`src/hw/rtl/smtp_pkg.sv`:
```
// Shared types and constants of the sorted multi-timer pool.
`default_nettype none
package smtp_pkg;

  localparam int unsigned DefNumSlots = 32;
  localparam int unsigned MaxPool     = 32;
  localparam int unsigned QueueDepth  = 2;
  localparam logic [31:0] NoDeadline  = 32'hffff_ffff;

  localparam logic [2:0] REQ_ALLOC = 3'd0;
  localparam logic [2:0] REQ_FREE  = 3'd1;
  localparam logic [2:0] REQ_INIT  = 3'd2;
  localparam logic [2:0] REQ_SET   = 3'd3;
  localparam logic [2:0] REQ_TICK  = 3'd4;

  localparam logic KIND_ALLOC = 1'b0;
  localparam logic KIND_EVENT = 1'b1;

  localparam logic [1:0] MODE_FREE  = 2'd0;
  localparam logic [1:0] MODE_ALLOC = 2'd1;
  localparam logic [1:0] MODE_ARMED = 2'd2;

  typedef struct packed {
    logic [2:0]  req_type;
    logic [4:0]  slot;
    logic [31:0] delay;
    logic [31:0] user_word;
  } req_t;

  typedef struct packed {
    logic        reply_kind;
    logic [4:0]  reply_slot;
    logic        found;
    logic [31:0] event_word;
    logic        last;
  } result_t;

  typedef enum logic [2:0] {
    OP_ALLOC,
    OP_FREE,
    OP_INIT,
    OP_SET,
    OP_TICK
  } op_t;

  typedef struct packed {
    op_t         op;
    logic [4:0]  slot;
    logic [31:0] delay;
    logic [31:0] word;
  } cmd_t;

  typedef enum logic [2:0] {
    ST_IDLE,
    ST_ALLOC,
    ST_UNLINK,
    ST_INS_HEAD,
    ST_INS_WALK,
    ST_INS_FIX,
    ST_EXPIRE
  } state_t;

endpackage
`default_nettype wire

```
`src/hw/rtl/smtp_front.sv`:
```
// Front end: accepts requests, drops ignored ones, and queues commands.
`default_nettype none
module smtp_front import smtp_pkg::*; #(
  parameter int unsigned NUM_SLOTS = DefNumSlots
) (
  input  wire  logic clk,
  input  wire  logic rst,
  input  wire  logic start,
  output logic       busy,
  input  wire  req_t req,
  input  wire  logic pop,
  output logic       cmd_valid,
  output cmd_t       cmd
);

  localparam int unsigned Pool = (NUM_SLOTS < MaxPool) ? NUM_SLOTS : MaxPool;

  cmd_t       q [QueueDepth];
  logic       wr_ptr;
  logic       rd_ptr;
  logic [1:0] count;
  logic       accept;
  logic       keep;
  logic       slot_ok;
  cmd_t       item;

  assign busy    = (count == 2'(QueueDepth));
  assign accept  = start && !busy;
  assign slot_ok = (32'(req.slot) < Pool);

  // Decode the request; unused codes and out-of-range slots leave no trace.
  always_comb begin
    item.slot  = req.slot;
    item.delay = req.delay;
    item.word  = req.user_word;
    item.op    = OP_ALLOC;
    keep       = 1'b0;
    case (req.req_type)
      REQ_ALLOC: begin item.op = OP_ALLOC; keep = 1'b1;    end
      REQ_FREE:  begin item.op = OP_FREE;  keep = slot_ok; end
      REQ_INIT:  begin item.op = OP_INIT;  keep = slot_ok; end
      REQ_SET:   begin item.op = OP_SET;   keep = slot_ok; end
      REQ_TICK:  begin item.op = OP_TICK;  keep = 1'b1;    end
      default:   begin item.op = OP_ALLOC; keep = 1'b0;    end
    endcase
  end

  always_ff @(posedge clk) begin
    if (rst) begin
      wr_ptr <= 1'b0;
      rd_ptr <= 1'b0;
      count  <= 2'd0;
    end else begin
      if (accept && keep) begin
        q[wr_ptr] <= item;
        wr_ptr    <= ~wr_ptr;
      end
      if (pop && cmd_valid) begin
        rd_ptr <= ~rd_ptr;
      end
      count <= count + 2'(accept && keep) - 2'(pop && cmd_valid);
    end
  end

  assign cmd_valid = (count != 2'd0);
  assign cmd       = q[rd_ptr];

endmodule
`default_nettype wire

```
`src/hw/rtl/smtp_back.sv`:
```
// Back end: slot table, sorted deadline list and the sequencer that walks it.
`default_nettype none
module smtp_back import smtp_pkg::*; #(
  parameter int unsigned NUM_SLOTS = DefNumSlots
) (
  input  wire  logic clk,
  input  wire  logic rst,
  input  wire  logic cmd_valid,
  input  wire  cmd_t cmd,
  output logic       pop,
  output logic       strobe,
  output result_t    result
);

  localparam int unsigned Pool = (NUM_SLOTS < MaxPool) ? NUM_SLOTS : MaxPool;
  localparam int unsigned IW   = (Pool > 1) ? $clog2(Pool) : 1;
  localparam int unsigned CW   = $clog2(Pool + 1);

  logic [1:0]    mode     [Pool];
  logic [31:0]   deadline [Pool];
  logic [31:0]   word     [Pool];
  logic [IW-1:0] link     [Pool];

  state_t        state, state_next;
  logic [IW-1:0] head;
  logic [CW-1:0] armed;
  logic [31:0]   tick;

  op_t           op;
  logic [IW-1:0] s;
  logic [31:0]   d;
  logic [IW-1:0] p;
  logic [IW-1:0] prev;
  logic [CW-1:0] i;
  logic [IW-1:0] scan;
  logic          pend_valid;
  logic [IW-1:0] pend_slot;
  logic [31:0]   pend_word;

  logic [IW-1:0] cs;
  logic [IW-1:0] t;
  logic [IW-1:0] dl_addr;
  logic [31:0]   dl_rd;
  logic          hit;
  logic          walk_stop;

  assign cs = cmd.slot[IW-1:0];
  assign t  = link[prev];

  always_comb begin
    case (state)
      ST_INS_WALK: dl_addr = t;
      default:     dl_addr = head;
    endcase
  end
  assign dl_rd     = deadline[dl_addr];
  assign hit       = (armed != '0) && (dl_rd <= tick);
  assign walk_stop = (i >= armed) || (d <= dl_rd);

  assign pop = (state == ST_IDLE) && cmd_valid;

  always_comb begin
    state_next = state;
    case (state)
      ST_IDLE: begin
        if (cmd_valid) begin
          case (cmd.op)
            OP_ALLOC: state_next = ST_ALLOC;
            OP_FREE:  state_next = (mode[cs] == MODE_ARMED) ? ST_UNLINK : ST_IDLE;
            OP_SET:   state_next = (mode[cs] == MODE_ARMED) ? ST_UNLINK : ST_INS_HEAD;
            OP_TICK:  state_next = ST_EXPIRE;
            default:  state_next = ST_IDLE;
          endcase
        end
      end
      ST_ALLOC: begin
        if (mode[scan] == MODE_FREE || scan == IW'(Pool - 1)) state_next = ST_IDLE;
      end
      ST_UNLINK: begin
        if (i >= armed || p == s) state_next = (op == OP_SET) ? ST_INS_HEAD : ST_IDLE;
      end
      ST_INS_HEAD: begin
        if (armed != '0 && !(d <= dl_rd)) state_next = ST_INS_WALK;
        else state_next = ST_IDLE;
      end
      ST_INS_WALK: begin
        if (walk_stop) state_next = ST_INS_FIX;
      end
      ST_INS_FIX: state_next = ST_IDLE;
      ST_EXPIRE: begin
        if (!hit) state_next = ST_IDLE;
      end
      default: state_next = ST_IDLE;
    endcase
  end

  always_ff @(posedge clk) begin
    if (rst) begin
      state      <= ST_IDLE;
      head       <= '0;
      armed      <= '0;
      tick       <= '0;
      strobe     <= 1'b0;
      pend_valid <= 1'b0;
      for (int k = 0; k < Pool; k++) mode[k] <= MODE_FREE;
    end else begin
      state  <= state_next;
      strobe <= 1'b0;
      case (state)
        ST_IDLE: begin
          if (cmd_valid) begin
            op   <= cmd.op;
            s    <= cs;
            p    <= head;
            i    <= '0;
            scan <= '0;
            pend_valid <= 1'b0;
            case (cmd.op)
              OP_FREE: mode[cs] <= MODE_FREE;
              OP_INIT: word[cs] <= cmd.word;
              OP_SET: begin
                deadline[cs] <= tick + cmd.delay;
                d            <= tick + cmd.delay;
                mode[cs]     <= MODE_ARMED;
              end
              OP_TICK: tick <= tick + 32'd1;
              default: ;
            endcase
          end
        end
        ST_ALLOC: begin
          // Lowest free slot wins; one slot is checked per cycle.
          if (mode[scan] == MODE_FREE) begin
            mode[scan]        <= MODE_ALLOC;
            strobe            <= 1'b1;
            result.reply_kind <= KIND_ALLOC;
            result.reply_slot <= 5'(scan);
            result.found      <= 1'b1;
            result.event_word <= '0;
            result.last       <= 1'b1;
          end else if (scan == IW'(Pool - 1)) begin
            strobe            <= 1'b1;
            result.reply_kind <= KIND_ALLOC;
            result.reply_slot <= '0;
            result.found      <= 1'b0;
            result.event_word <= '0;
            result.last       <= 1'b1;
          end
          scan <= scan + IW'(1);
        end
        ST_UNLINK: begin
          if (i < armed) begin
            if (p == s) begin
              if (i == '0) head <= link[p];
              else link[prev] <= link[p];
              armed <= armed - CW'(1);
            end else begin
              prev <= p;
              p    <= link[p];
              i    <= i + CW'(1);
            end
          end
        end
        ST_INS_HEAD: begin
          if (armed == '0) begin
            head  <= s;
            armed <= armed + CW'(1);
          end else if (d <= dl_rd) begin
            link[s] <= head;
            head    <= s;
            armed   <= armed + CW'(1);
          end else begin
            prev <= head;
            i    <= CW'(1);
          end
        end
        ST_INS_WALK: begin
          if (walk_stop) begin
            link[s] <= t;
          end else begin
            prev <= t;
            i    <= i + CW'(1);
          end
        end
        ST_INS_FIX: begin
          link[prev] <= s;
          armed      <= armed + CW'(1);
        end
        ST_EXPIRE: begin
          // Events are held in a pending register so the final one can carry the last flag.
          if (hit) begin
            mode[head] <= MODE_ALLOC;
            head       <= link[head];
            armed      <= armed - CW'(1);
            pend_valid <= 1'b1;
            pend_slot  <= head;
            pend_word  <= word[head];
          end else begin
            pend_valid <= 1'b0;
          end
          if (pend_valid) begin
            strobe            <= 1'b1;
            result.reply_kind <= KIND_EVENT;
            result.reply_slot <= 5'(pend_slot);
            result.found      <= 1'b0;
            result.event_word <= pend_word;
            result.last       <= !hit;
          end
        end
        default: ;
      endcase
    end
  end

endmodule
`default_nettype wire

```
`src/hw/rtl/sorted_multi_timer_pool.sv`:
```
// Top level of the sorted multi-timer pool: front queue plus back sequencer.
`default_nettype none
// A kept request waits in the two-entry queue until the back sequencer is idle. Allocate
// scans the slots in order; free of an armed slot and set walk the deadline list; a tick
// gives one event beat per cycle while armed deadlines are due. Throughput is bounded by
// the back sequencer, one list step per cycle, one request at a time. The receiver cannot
// stall. Synchronous reset frees every slot and empties the list and the queue.
module sorted_multi_timer_pool import smtp_pkg::*; #(
  parameter int unsigned NUM_SLOTS = DefNumSlots
) (
  input  wire  logic clk,
  input  wire  logic rst,
  input  wire  logic start,
  output logic       busy,
  input  wire  req_t req,
  output logic       strobe,
  output result_t    result
);

  // Commands that survive decoding sit in the queue until the back end is idle.
  logic cmd_valid;
  cmd_t cmd;
  logic pop;

  smtp_front #(.NUM_SLOTS(NUM_SLOTS)) u_front (
    .clk       (clk),
    .rst       (rst),
    .start     (start),
    .busy      (busy),
    .req       (req),
    .pop       (pop),
    .cmd_valid (cmd_valid),
    .cmd       (cmd)
  );

  // The back end owns all slot state and emits every result beat from a register.
  smtp_back #(.NUM_SLOTS(NUM_SLOTS)) u_back (
    .clk       (clk),
    .rst       (rst),
    .cmd_valid (cmd_valid),
    .cmd       (cmd),
    .pop       (pop),
    .strobe    (strobe),
    .result    (result)
  );

endmodule
`default_nettype wire
```
`config.mk`:
```
export PLATFORM = sky130hd
export DESIGN_NAME = sorted_multi_timer_pool
export DESIGN_NICKNAME = d
export VERILOG_FILES = /design/src/hw/rtl/smtp_pkg.sv /design/src/hw/rtl/smtp_front.sv /design/src/hw/rtl/smtp_back.sv /design/src/hw/rtl/sorted_multi_timer_pool.sv
export SDC_FILE = /design/constraint.sdc
export NUM_CORES = 2
export LEC_CHECK = 0
export BUFFER_PORTS_ARGS = -buffer_cell sky130_fd_sc_hd__buf_2
export CAP_MARGIN = 20
export CORE_AREA = 3 3 496 498
export CTS_BUF_LIST = sky130_fd_sc_hd__clkbuf_8
export DETAILED_ROUTE_END_ITERATION = 10
export DIE_AREA = 0 0 499 501
export PLACE_DENSITY_LB_ADDON = 0.05
export RECOVER_POWER = 100
export SYNTH_ARGS = -nofsm -noshare
export SYNTH_HDL_FRONTEND = slang
export SYNTH_SLANG_ARGS = --single-unit
```
`constraint.sdc`:
```
create_clock -name clk -period 7.97 [get_ports clk]
set_clock_uncertainty 0.05 [all_clocks]
set_input_delay 0.3985 -clock clk [delete_from_list [all_inputs] [get_ports clk]]
set_output_delay 0.3985 -clock clk [all_outputs]
set_load 0.05 [all_outputs]
```
# ---- Word-level counts from Yosys, hierarchy flattened
# Memory sizes are Yosys's and may differ from the RTL's. A register that Yosys moved wholly into a read port is not among the register bits.
# Cells that the tools add are included.
dict set report totals {
  register_bits 158
  ram_bits 2416
  in_bits 75
  out_inout_bits 42
  elab_cells 250
  memories 5
}
dict set report op_classes {
  addsub 8
  order_cmp 4
  eq_ne 35
  muxes 124
  n_bitwise 6
  reduce_logical 46
}
# name depth word_bits rd rd_clocked_by_memory_dff write_ports line_no
set memory_table {}
lappend memory_table {u_back.deadline 32 32 1 0 1 smtp_back.sv:20} ;# logic [31:0] deadline [Pool];
lappend memory_table {u_back.word 32 32 1 1 1 smtp_back.sv:21} ;# logic [31:0] word [Pool];
lappend memory_table {u_back.link 32 5 3 3 1 smtp_back.sv:22} ;# logic [IW-1:0] link [Pool];
lappend memory_table {u_front.q 2 72 1 1 1 smtp_front.sv:18} ;# cmd_t q [QueueDepth];
lappend memory_table {u_back.mode 32 2 2 1 32 smtp_back.sv:19} ;# logic [1:0] mode [Pool];
# op n
set ops {}
lappend ops {{$mux W5} 28}
lappend ops {{$mux W40} 3}
lappend ops {{$pmux W40 S2} 1}
lappend ops {{$mux W6} 11}
lappend ops {{$le A32 B32 Y1} 2}
lappend ops {{$mux W1} 58}
lappend ops {{$pmux W6 S4} 2}
lappend ops {{$add A32 B1 Y32 const B} 1}
lappend ops {{$add A32 B32 Y32} 1}
lappend ops {{$pmux W5 S3} 2}
lappend ops {{$pmux W3 S4} 2}
lappend ops {{$eq A3 B2 Y1 const B} 7}
lappend ops {{$pmux W5 S2} 2}
lappend ops {{$mux W3} 6}
lappend ops {{$ne A2 B1 Y1 const B} 9}
lappend ops {{$pmux W3 S6} 1}
lappend ops {{$eq A3 B3 Y1 const B} 5}
lappend ops {{$reduce_and A5 Y1} 3}
lappend ops {{$add A6 B1 Y6 const B} 2}
lappend ops {{$logic_not A6 Y1} 2}
lappend ops {{$mux W2} 6}
lappend ops {{$reduce_and A3 Y1} 4}
lappend ops {{$ne A2 B2 Y1 const B} 5}
lappend ops {{$reduce_bool A2 Y1} 5}
lappend ops {{other kinds (29)} 55}

# ---- Longest topological paths before layout
# An unclocked memory read counts as a cell.
dict set report logic_depth {
  depth_word 12
  ltp_mapped 31
  depth_no_buf 21
}

# ---- By module
# Synthesis repeated with hierarchy kept, for this count alone.
dict set report hier_totals {
  hier_cells 5926
  hier_area_um2 109297.3
}
# mod instances cells_per_inst area_each_um2
set modules_own_cells {}
lappend modules_own_cells {smtp_back 1 5673 103774.5}
lappend modules_own_cells {smtp_front 1 253 5522.8}

# ---- Worst setup path after synthesis
# Ideal clock, no wire load.
dict set report synth_path {
  path_kind {input -> register}
  start {input rst}
  end {memory u_front.q[1][0] in the netlist's numbering, enable pin}
  setup_time_ps 606
  t_arrival_ps 6274
  required_time_ps 7314
  setup_slack_ps 1040
  stages 4
  path_buffers 3
  cell_sequence {clkbuf_1 clkbuf_1 clkbuf_1 nor3b_1}
}
dict set report synth_via {
  elab_chain_cells 2
}
# element line_no
set synth_lines {}
lappend synth_lines {{from (decl)} sorted_multi_timer_pool.sv:12} ;# input wire logic rst,
lappend synth_lines {{$mux W1} smtp_front.sv:49} ;# if (rst) begin
lappend synth_lines {{$mux W1 (not written as such)} smtp_front.sv:55} ;# q[wr_ptr] <= item;
lappend synth_lines {{to (decl)} smtp_front.sv:18}
# No other way between the ends.

==> impl_metrics.json <==
{
  "drc_errors": 0,
  "avgViaCountPerCell": 5.92,
  "power_leakage_nw": 40.6,
  "grt_util_all_layers": 0.264,
  "die_x_microns": 499,
  "tightestPinTransition_ps": 3940,
  "min_path_type": "input port to flip-flop",
  "layout.cells.most_common": "edfxtp_1",
  "dp_hpwl_microns": 198000,
  "syn-num-nets": 6598,
  "insertion_delay_ps": 1080,
  "drtIter0Drc": 6549,
  "syn_inst": 6409,
  "placeableCoreArea_sq_um": 243000,
  "dominantRegCellSynth": "edfxtp_1",
  "grt_antenna_before_repair": 14,
  "grt_pass1_wl_microns": 471000,
  "place_congestion": 0.878,
  "port_buffers": 116,
  "initial_core_util": 0.449,
  "post_drt_wl_per_cell_microns": 31.3,
  "setup_violations": 0,
  "layout_min_cycle_time_ps": 7740,
  "path_class": "flip-flop to flip-flop",
  "reg2regPathDepth": 25,
  "max_slew_margin": -1.62,
  "mostFrequentLayoutCells": "edfxtp_1 (2554), nand2_1 (751), mux4_2 (485)",
  "fin_crit_sh": 0.971,
  "grt_overflow_total": 0,
  "vias": 62954,
  "drive_gt1_frac": 0.205,
  "power_density_nw_per_um2": 312,
  "cp.required_ps": 8680,
  "cp-start-kind": "flip-flop",
  "ys_types": 87,
  "hold_end": "u_front.q[0][22]",
  "cts_tree": "done",
  "ant_nets": 0,
  "synth-edff-count": 2554,
  "clk_path_buf_depth": 4,
  "arrival_ps": 8440,
  "status": "finished, violations left",
  "synthArstFlopShare": 0,
  "hold_viol_final": 0,
  "synth_simple_gate_area_frac": 0.0690,
  "min_from": "req[22]",
  "fin_util": 0.511,
  "ff2ff_setup_slack_ps": 230,
  "worstSetupEndpointType": "flip-flop",
  "die_h_microns": 501,
  "synthXorXnorAreaFrac": 0.00612,
  "pin_count": 117,
  "rsz0062_at_grt": "false",
  "yosysWarnings": 0,
  "holdPathStages": 2,
  "synthMuxAreaShare": 0.138,
  "wirelength_microns": 333000,
  "clkTransAtPathRegs_ps": 60,
  "drv_slew": 2715,
  "drtPass1Iterations": 6,
  "violations": "capacitance limit, slew limit",
  "vdd_drop_max_uv": 206,
  "clock.fmax_ghz": 0.129,
  "first_global_vias": 63453,
  "cts_root_buffer": "clkbuf_8",
  "max_cap_viol_count": 98,
  "ys_seq_area_frac": 0.718,
  "worstPathMaxFanout": 39,
  "nFillCells": 20290,
  "area_growth_pct": 14.0,
  "synth_top_family_by_area": "multiplexers",
  "cts_made_buffers": 448,
  "grt_max_degree": 93,
  "clock-sinks": 2627,
  "yosys.area_share.adder": 0.0132,
  "worstReg2RegEnd": "u_back.link[14][4]",
  "final_nets": 7298,
  "synth_area_per_cell_sq_um": 17.0,
  "synth-compound-area-share": 0.0374,
  "tns_ps": 0,
  "row_count": 181,
  "h-tree-depth": 5,
  "dieArea_sq_um": 250000,
  "synth_area_sq_um": 109000,
  "ys_seq_elements": 2627
}
what timing repair did:
| action | in CTS | in global routing |
|---|---|---|
| cloned | 0 | 1 |
| hold endpoints to repair | 203 | 0 |
| resized for setup | 2 | 13 |
| endpoints found under the setup margin | 327 | 212 |
| hold buffers | 140 | 0 |
| buffers inserted | 0 | 3 |
| pin swaps | 0 | 1 |
cells by family (layout without fill, tap and decap cells):
logic type               after synthesis  in the layout
multiplexers                         876            876
buffers and inverters                439           1457
AO/OA/AOI/OAI                        599            599
adder cells (fa/ha/maj)              114            114
other                                  0              1
XOR/XNOR                              76             76
AND/OR/NAND/NOR                     1678           1678
flip-flops                          2627           2627
worst max-delay path by stage:
stage / end / slack (ps) / cells past startpoint
after floorplan: u_front.q[1][0] / 1040 / 4
after global placement: u_back.link[22][0] / -430 / 29
after detailed placement: u_back.link[20][3] / -460 / 28
after CTS: u_back.link[22][2] / 30 / 30
after global routing: u_back.deadline[24][23] / 10 / 6
final: u_back.link[14][4] / 230 / 25
Yosys cell counts (32+ instances only):
| library cell | number | area share |
|---|---|---|
| clkbuf_1 | 178 | 0.0061 |
| edfxtp_1 | 2554 | 0.70 |
| nor2_1 | 324 | 0.011 |
| xnor2_1 | 59 | 0.0047 |
| o22ai_1 | 49 | 0.0028 |
| o21ai_0 | 70 | 0.0032 |
| buf_2 | 81 | 0.0037 |
| a21o_1 | 34 | 0.0023 |
| a31oi_1 | 36 | 0.0021 |
| and2_1 | 36 | 0.0021 |
| a21oi_1 | 141 | 0.0065 |
| dfxtp_1 | 73 | 0.013 |
| mux2i_1 | 249 | 0.023 |
| nand3_1 | 307 | 0.014 |
| inv_1 | 91 | 0.0031 |
| a22oi_1 | 52 | 0.0036 |
| o21bai_1 | 32 | 0.0022 |
| mux2_2 | 139 | 0.014 |
| mux4_2 | 485 | 0.10 |
| buf_1 | 48 | 0.0017 |
| buf_4 | 32 | 0.0022 |
| and3_1 | 44 | 0.0025 |
| ha_1 | 112 | 0.013 |
| nor3_1 | 54 | 0.0025 |
| nand2_1 | 751 | 0.026 |
layout make-up:
type / count / area (sq um) / area share
clock buffer: 453 / 6230 / 0.0503
sequential: 2627 / 78200 / 0.630
clock inverter: 315 / 1500 / 0.0121
tap: 3202 / 4010 / 0.0323
multi-input combinational: 3343 / 29300 / 0.236
antenna: 1 / 2.50 / 0.0000202
inverter: 91 / 342 / 0.00275
timing repair buffer: 598 / 4490 / 0.0362
power by group:
group | internal, W | total (W) | switching (W)
Combinational | 0.00411 | 0.0111 | 0.00703
Sequential | 0.0164 | 0.0167 | 0.000310
Clock | 0.00546 | 0.0108 | 0.00537
Total | 0.0259 | 0.0387 | 0.0127
worst max-delay path: stages (launching register included):
cell,delay (ps)
dfxtp_1,400
buf_12,220
nor2_1,230
a22oi_1,330
a21oi_1,130
or4_4,650
o21ai_4,230
buf_12,330
buf_16,260
mux2i_1,340
o221ai_1,300
a31oi_1,320
nor2_1,90
mux2i_1,320
ha_1,320
a21o_1,160
a21o_1,160
a21oi_1,200
o21a_1,210
o21ai_0,140
o31ai_4,400
buf_4,230
o21ai_0,120
or2_2,400
o221ai_1,290
clkbuf_2,490
routing by layer:
layer	share of wire	GRT usage	vias to the layer above
met1	0.41	0.361	33186
met4	0.031	0.0751	0
met3	0.062	0.0368	606
li1	-	-	26746
met2	0.49	0.443	2416
met5	0	0	-
registers in the layout, indices dropped and copies added (netlist names), 6 cells and up, named ones only:
| name | flops |
|---|---|
| u_back.tick | 32 |
| u_back.armed | 6 |
| u_back.link | 160 |
| u_back.mode | 64 |
| u_back.deadline | 1024 |
| u_back.i | 6 |
| u_front.q | 144 |
| u_back.word | 1024 |
| u_back.result | 40 |
| u_back.pend_word | 32 |
| u_back.d | 32 |
per-stage QoR:
stage / hold WS (ps) / cells / instance area, sq um / setup WS (ps) / power, W
after detailed placement: 438 / 9716 / 116000 / -461 / 0.0282
after global placement: 428 / 9712 / 116000 / -431 / 0.0282
after global routing: 36.5 / 10630 / 124000 / 13.9 / 0.0403
final: 131 / 10630 / 124000 / 232 / 0.0387
after CTS: 8.61 / 10624 / 125000 / 28.6 / 0.0391
after floorplan: 356 / 6409 / 109000 / 1040 / 0.0236
Note: power is estimated with default switching activity, not from simulation.
